### src/design/assert_macros.svh
// Assertion helpers for the RTL files; only the decoder unit includes them.
`ifndef ASSERT_MACROS_SVH
`define ASSERT_MACROS_SVH

// Same-cycle implication, disabled during reset.
`define CHK_SAME(lbl, clk, rst, ante, cons) \
  lbl: assert property (@(posedge clk) disable iff (rst) (ante) |-> (cons)) \
    else $error("check failed");

// Next-cycle implication, disabled during reset.
`define CHK_NEXT(lbl, clk, rst, ante, cons) \
  lbl: assert property (@(posedge clk) disable iff (rst) (ante) |=> (cons)) \
    else $error("check failed");

`endif

### src/design/rbpd_pkg.sv
`default_nettype none

package rbpd_pkg;

  localparam logic [7:0] MarkFg = 8'hFF;
  localparam logic [7:0] MarkBg = 8'h00;

  localparam int CfgIdxW = 1;
  localparam logic [CfgIdxW-1:0] RegFgColor = 1'b0;
  localparam logic [CfgIdxW-1:0] RegBgColor = 1'b1;

  localparam logic [2:0] LastBit = 3'd7;

  typedef logic [15:0] color_t;
  typedef logic [10:0] count_t;

endpackage

`default_nettype wire

### src/design/rle_bitmap_pixel_decoder_unit.sv
// Channel   Direction  Payload
// s_*       in         tdata[7:0] code_byte
// m_*       out        tdata[15:0] pixel_color, tdata[26:16] repeat_count; tlast last_of_item
// cfg_*     in         index 0 fg_color, index 1 bg_color
//
// A literal byte holds the work register until its last bit is out, one pixel result per cycle
// unless the output stalls; a new byte is taken as the previous one finishes or when none waits.
// The output register decouples the sides: a stalled result holds while work waits.
// Synchronous active-high reset clears the decoder to expecting a code byte.
`default_nettype none

`include "assert_macros.svh"

module rle_bitmap_pixel_decoder_unit (
  input  wire                          clk,
  input  wire                          rst,
  input  wire                          s_tvalid,
  output logic                         s_tready,
  input  wire  [7:0]                   s_tdata,   // [7:0] code_byte
  output logic                         m_tvalid,
  input  wire                          m_tready,
  output logic [31:0]                  m_tdata,   // [15:0] pixel_color, [26:16] repeat_count
  output logic                         m_tlast,   // last_of_item
  input  wire                          cfg_we,
  input  wire  [rbpd_pkg::CfgIdxW-1:0] cfg_index,
  input  wire  [15:0]                  cfg_data
);
  import rbpd_pkg::*;

  color_t     fg_color;
  color_t     bg_color;
  logic       awaiting_count;
  logic       run_is_fg;

  logic       wvalid;
  logic [7:0] wbyte;
  logic       wlit;
  logic       wfg;
  logic [2:0] idx;

  color_t     out_color;
  count_t     out_count;

  logic       out_load;
  logic       step;
  logic       done;
  logic       accept;
  logic       is_marker;
  logic       load_work;
  logic       bit_set;

  always_comb begin
    out_load  = !m_tvalid || m_tready;
    step      = wvalid && out_load;
    done      = step && (!wlit || idx == LastBit);
    s_tready  = !wvalid || done;
    accept    = s_tvalid && s_tready;
    is_marker = (s_tdata == MarkFg) || (s_tdata == MarkBg);
    load_work = accept && (awaiting_count ? (s_tdata != 8'd0) : !is_marker);
    bit_set   = wbyte[LastBit - idx];
  end

  always_ff @(posedge clk) begin
    if (rst) begin
      fg_color <= 16'h0000;
      bg_color <= 16'hFFFF;
    end else if (cfg_we) begin
      case (cfg_index)
        RegFgColor: fg_color <= cfg_data;
        RegBgColor: bg_color <= cfg_data;
        default: ;
      endcase
    end
  end

  always_ff @(posedge clk) begin
    if (rst) begin
      awaiting_count <= 1'b0;
      run_is_fg      <= 1'b0;
    end else if (accept) begin
      if (awaiting_count) begin
        awaiting_count <= 1'b0;
      end else if (is_marker) begin
        awaiting_count <= 1'b1;
        run_is_fg      <= (s_tdata == MarkFg);
      end
    end
  end

  always_ff @(posedge clk) begin
    if (rst) begin
      wvalid <= 1'b0;
    end else if (load_work) begin
      wvalid <= 1'b1;
    end else if (done) begin
      wvalid <= 1'b0;
    end
  end

  always_ff @(posedge clk) begin
    if (load_work) begin
      wbyte <= s_tdata;
      wlit  <= !awaiting_count;
      wfg   <= run_is_fg;
      idx   <= 3'd0;
    end else if (step && wlit) begin
      idx <= idx + 3'd1;
    end
  end

  always_ff @(posedge clk) begin
    if (rst) begin
      m_tvalid <= 1'b0;
    end else if (out_load) begin
      m_tvalid <= wvalid;
    end
  end

  always_ff @(posedge clk) begin
    if (step) begin
      if (wlit) begin
        out_color <= bit_set ? fg_color : bg_color;
        out_count <= 11'd1;
        m_tlast   <= (idx == LastBit);
      end else begin
        out_color <= wfg ? fg_color : bg_color;
        out_count <= {wbyte, 3'b000};
        m_tlast   <= 1'b1;
      end
    end
  end

  assign m_tdata = {5'd0, out_count, out_color};

  `CHK_SAME(a_count_nonzero, clk, rst, m_tvalid, m_tdata[26:16] != 11'd0)
  `CHK_SAME(a_run_is_last, clk, rst, m_tvalid && m_tdata[26:16] != 11'd1, m_tlast)
  `CHK_SAME(a_literal_blocks, clk, rst, wvalid && wlit && idx != LastBit, !s_tready)
  `CHK_NEXT(a_marker_arms, clk, rst, accept && !awaiting_count && is_marker, awaiting_count)

endmodule

`default_nettype wire
### config.mk
export PLATFORM = sky130hd
export DESIGN_NAME = rle_bitmap_pixel_decoder_unit
export DESIGN_NICKNAME = d
export VERILOG_FILES = /design/src/design/rbpd_pkg.sv /design/src/design/rle_bitmap_pixel_decoder_unit.sv
export VERILOG_INCLUDE_DIRS = /design/src /design/src/design
export SDC_FILE = /design/constraint.sdc
export NUM_CORES = 1
export LEC_CHECK = 0
export BUFFER_PORTS_ARGS = -buffer_cell sky130_fd_sc_hd__buf_2
export CORE_UTILIZATION = 58
export CTS_BUF_LIST = sky130_fd_sc_hd__clkbuf_4 sky130_fd_sc_hd__clkbuf_8
export CTS_CLUSTER_SIZE = 10
export DETAILED_ROUTE_END_ITERATION = 10
export GPL_TIMING_DRIVEN = 0
export PLACE_DENSITY = 0.86
export SYNTH_ARGS = -nofsm -noshare
export SYNTH_HDL_FRONTEND = slang
export SYNTH_SLANG_ARGS = --single-unit
### constraint.sdc
create_clock -name clk -period 3.5 [get_ports clk]
set_input_delay 0.35 -clock clk [delete_from_list [all_inputs] [get_ports clk]]
set_output_delay 0.35 -clock clk [all_outputs]
set_load 0.01 [all_outputs]
==> flow_summary.json <==
{
  "yosysUniqueCellTypes": 33,
  "area_delta_synth_final_pct": 20.0,
  "whs_endpoint": "wbyte[0]$_DFFE_PP_",
  "cts_resized": 0,
  "synth_enable_flop_cells": 36,
  "final_cell_mix": "buf_2, dfxtp_1, edfxtp_1, nand2_1, a21oi_1",
  "nets": 344,
  "placedCellCount": 368,
  "cts_max_path_buffers": 2,
  "gp_congestion": 0.778,
  "finalHoldViolCount": 0,
  "hp-class": "primary input to flop",
  "r2r_cells": 5,
  "cts_tree": "done",
  "ctsHoldBuffers": 0,
  "r2r-end": "out_color[5]$_DFFE_PP_",
  "die_w_microns": 74.0,
  "p_int_mw": 1.57,
  "avgSynthCellArea_sq_um": 12.6,
  "grt_pass1_wl_mm": 8.78,
  "tns_ps": 0,
  "crit_path_start_kind": "flop",
  "grt_pass1_vias": 1847,
  "p_switching_uw": 468,
  "die_h_microns": 74.0,
  "clkSinkCount": 75,
  "cpPeakStageDelay_ps": 580,
  "yosys_warnings": 0,
  "totalWireLength_mm": 5.55,
  "total_power_mw": 2.04,
  "antenna_found_initial": 0,
  "slew_viol_final": 0,
  "cap_viol_max_count": 0,
  "seqPwrFrac": 0.503,
  "netlist_instances": 239,
  "vdd_drop_max_uv": 293,
  "yosysSeqAreaShare": 0.619,
  "detail-route-antenna-nets": 0,
  "fin_crit_sh": 0.701,
  "p_leak_nw": 1.52,
  "numPortBuffers": 56,
  "post_cts_buffers": 0,
  "layout-drive-gt1-share": 0.315,
  "cts-buffers-inserted": 9,
  "ys_async_sr_fraction": 0,
  "ys_seq_elements": 75,
  "period_needed_ps": 2450,
  "regToRegSetupSlack_ps": 1050,
  "worstSetupEndpointType": "flop",
  "comb_power_share": 0.145,
  "htree_levels": 3,
  "core_sq_um": 4850,
  "rr_startpoint": "idx[0]$_SDFFE_PP0P_",
  "clk_latency_ps": 340,
  "fin_cells": 384,
  "fmax_mhz": 408,
  "maxSlewHeadroom": 0.184,
  "cts_root_buf": "clkbuf_8",
  "first_pass_iters": 4,
  "finalHoldWorstSlack_ps": 208,
  "grt_max_degree": 27,
  "required_ps": 3600,
  "worst-path-max-fanout": 10,
  "worst_pin_slew_ps": 1220,
  "grt-ovfl-total": 0,
  "syn_area_sq_um": 3010,
  "detail_route.wl_per_cell_microns": 14.5,
  "critPathArrivalTime_ps": 2550,
  "dr_total_vias": 2028,
  "postPlaceCellArea_sq_um": 3390,
  "grt_use_total": 0.224,
  "drt_iter0_drc": 138,
  "stdcell_area_sq_um": 3610,
  "hold_depth": 1,
  "route.detailed.drc": 0,
  "hpwlAfterDp_mm": 3.63,
  "power_density_nw_per_um2": 564,
  "clkPwrFrac": 0.352,
  "detail_route.vias_per_cell": 5.28,
  "final_common_cell": "buf_2",
  "hp-start": "s_tdata[0]",
  "cp_cell_sequence": "mux4_1, mux2_2, mux2i_4, buf_12, mux2_4",
  "setup_viol": 0,
  "slowest_stage": "mux4_1",
  "die-area_sq_um": 5480,
  "placementRows": 25,
  "io_pins": 65,
  "synth-main-ff-cell": "dfxtp_1",
  "rsz0062_at_grt": "false",
  "clk_pin_slew_worst_paths_ps": 80,
  "swShare": 0.230,
  "diodes": 0,
  "start_util": 0.620,
  "outcome": "finished, final reports clean",
  "worst-setup-path-type": "flop to flop",
  "skew_ps": 6.01
}
per-layer routing:
layer | vias to the layer above | GRT usage | wire (microns)
met5 | - | 0 | 0
met4 | 0 | 0.113 | 62
met3 | 9 | 0.0569 | 287
met2 | 63 | 0.346 | 2750
met1 | 946 | 0.294 | 2450
li1 | 1010 | - | -
cell type report:
cell class	instances	area (sq um)
inverters	4	15.0
multi-input cells	146	1030
plain buffers	20	119
clock buffers	10	138
fillers	333	1240
repair buffers	56	280
flip-flops and latches	75	1860
clock inverters	6	78.8
well taps	67	83.8
how the worst max path moves through the flow:
stage                        start                       to  slack (ps)  cells past startpoint
2_1_floorplan  idx[0]$_SDFFE_PP0P_   out_color[0]$_DFFE_PP_        1300                      5
3_3_place_gp   idx[0]$_SDFFE_PP0P_   out_color[4]$_DFFE_PP_        1100                      5
3_5_place_dp   idx[0]$_SDFFE_PP0P_   out_color[5]$_DFFE_PP_        1070                      5
4_1_cts        idx[0]$_SDFFE_PP0P_   out_color[5]$_DFFE_PP_        1050                      5
5_1_grt        idx[0]$_SDFFE_PP0P_  out_color[13]$_DFFE_PP_         960                      5
6_report       idx[0]$_SDFFE_PP0P_   out_color[5]$_DFFE_PP_        1050                      5
cells by family (layout without fill, tap and decap cells):
family | count (synthesis) | after routing | share of synthesized area
flip-flops | 75 | 75 | 0.619
AND/OR/NAND/NOR | 73 | 73 | 0.121
AO/OA/AOI/OAI | 41 | 41 | 0.0953
buffers and inverters | 24 | 96 | 0.0445
multiplexers | 22 | 22 | 0.108
adder cells (fa/ha/maj) | 2 | 2 | 0.00832
other | 1 | 7 | 0.00125
XOR/XNOR | 1 | 1 | 0.00291
critical path: cells and delay by family (launching register included):
family / cells / cell delay (ps)
mux: 4 / 1560
flops: 1 / 430
buf+inv: 1 / 210
flip-flops by register name, summed over array words and instances (netlist names):
signal and count:
wvalid 1, m_tvalid 1, awaiting_count 1, fg_color 16
wlit 1, out_color 16, out_count 9, bg_color 16
wbyte 8, idx 3, wfg 1, run_is_fg 1
m_tlast 1
power by group through the flow:
stage | registers, mW | logic (mW) | clock network (mW)
after floorplan | 1.05 | 0.199 | 0
after global placement | 1.04 | 0.288 | 0
after detailed placement | 1.04 | 0.295 | 0
after CTS | 1.02 | 0.297 | 0.722
after global routing | 1.03 | 0.318 | 0.760
final | 1.02 | 0.296 | 0.716
stage by stage:
stage | util | setup slack, ps
after global routing | 0.745 | 962
after floorplan | - | 1300
final | 0.745 | 1050
after global placement | 0.700 | 1100
after CTS | 0.745 | 1050
after detailed placement | 0.700 | 1070
Yosys cell counts, types with 2 or more instances:
library cell  count  area, sq um
a211o_1          16          140
a21oi_1          20          100
inv_1             4         15.0
nand2b_1          3         18.8
clkbuf_1         11         41.3
edfxtp_1         36         1080
and3_1           16          100
nor2b_1           9         56.3
nor4_1            2         12.5
mux2_4           10          150
buf_4             7         52.6
mux4_1            2         52.6
nor2_1            3         11.3
nand2_1          34          128
mux2i_1           2         20.0
nand4_1           2         12.5
dfxtp_1          39          781
ha_1              2         25.0
mux2_2            7         78.8
(Power assumes the default switching activity.)
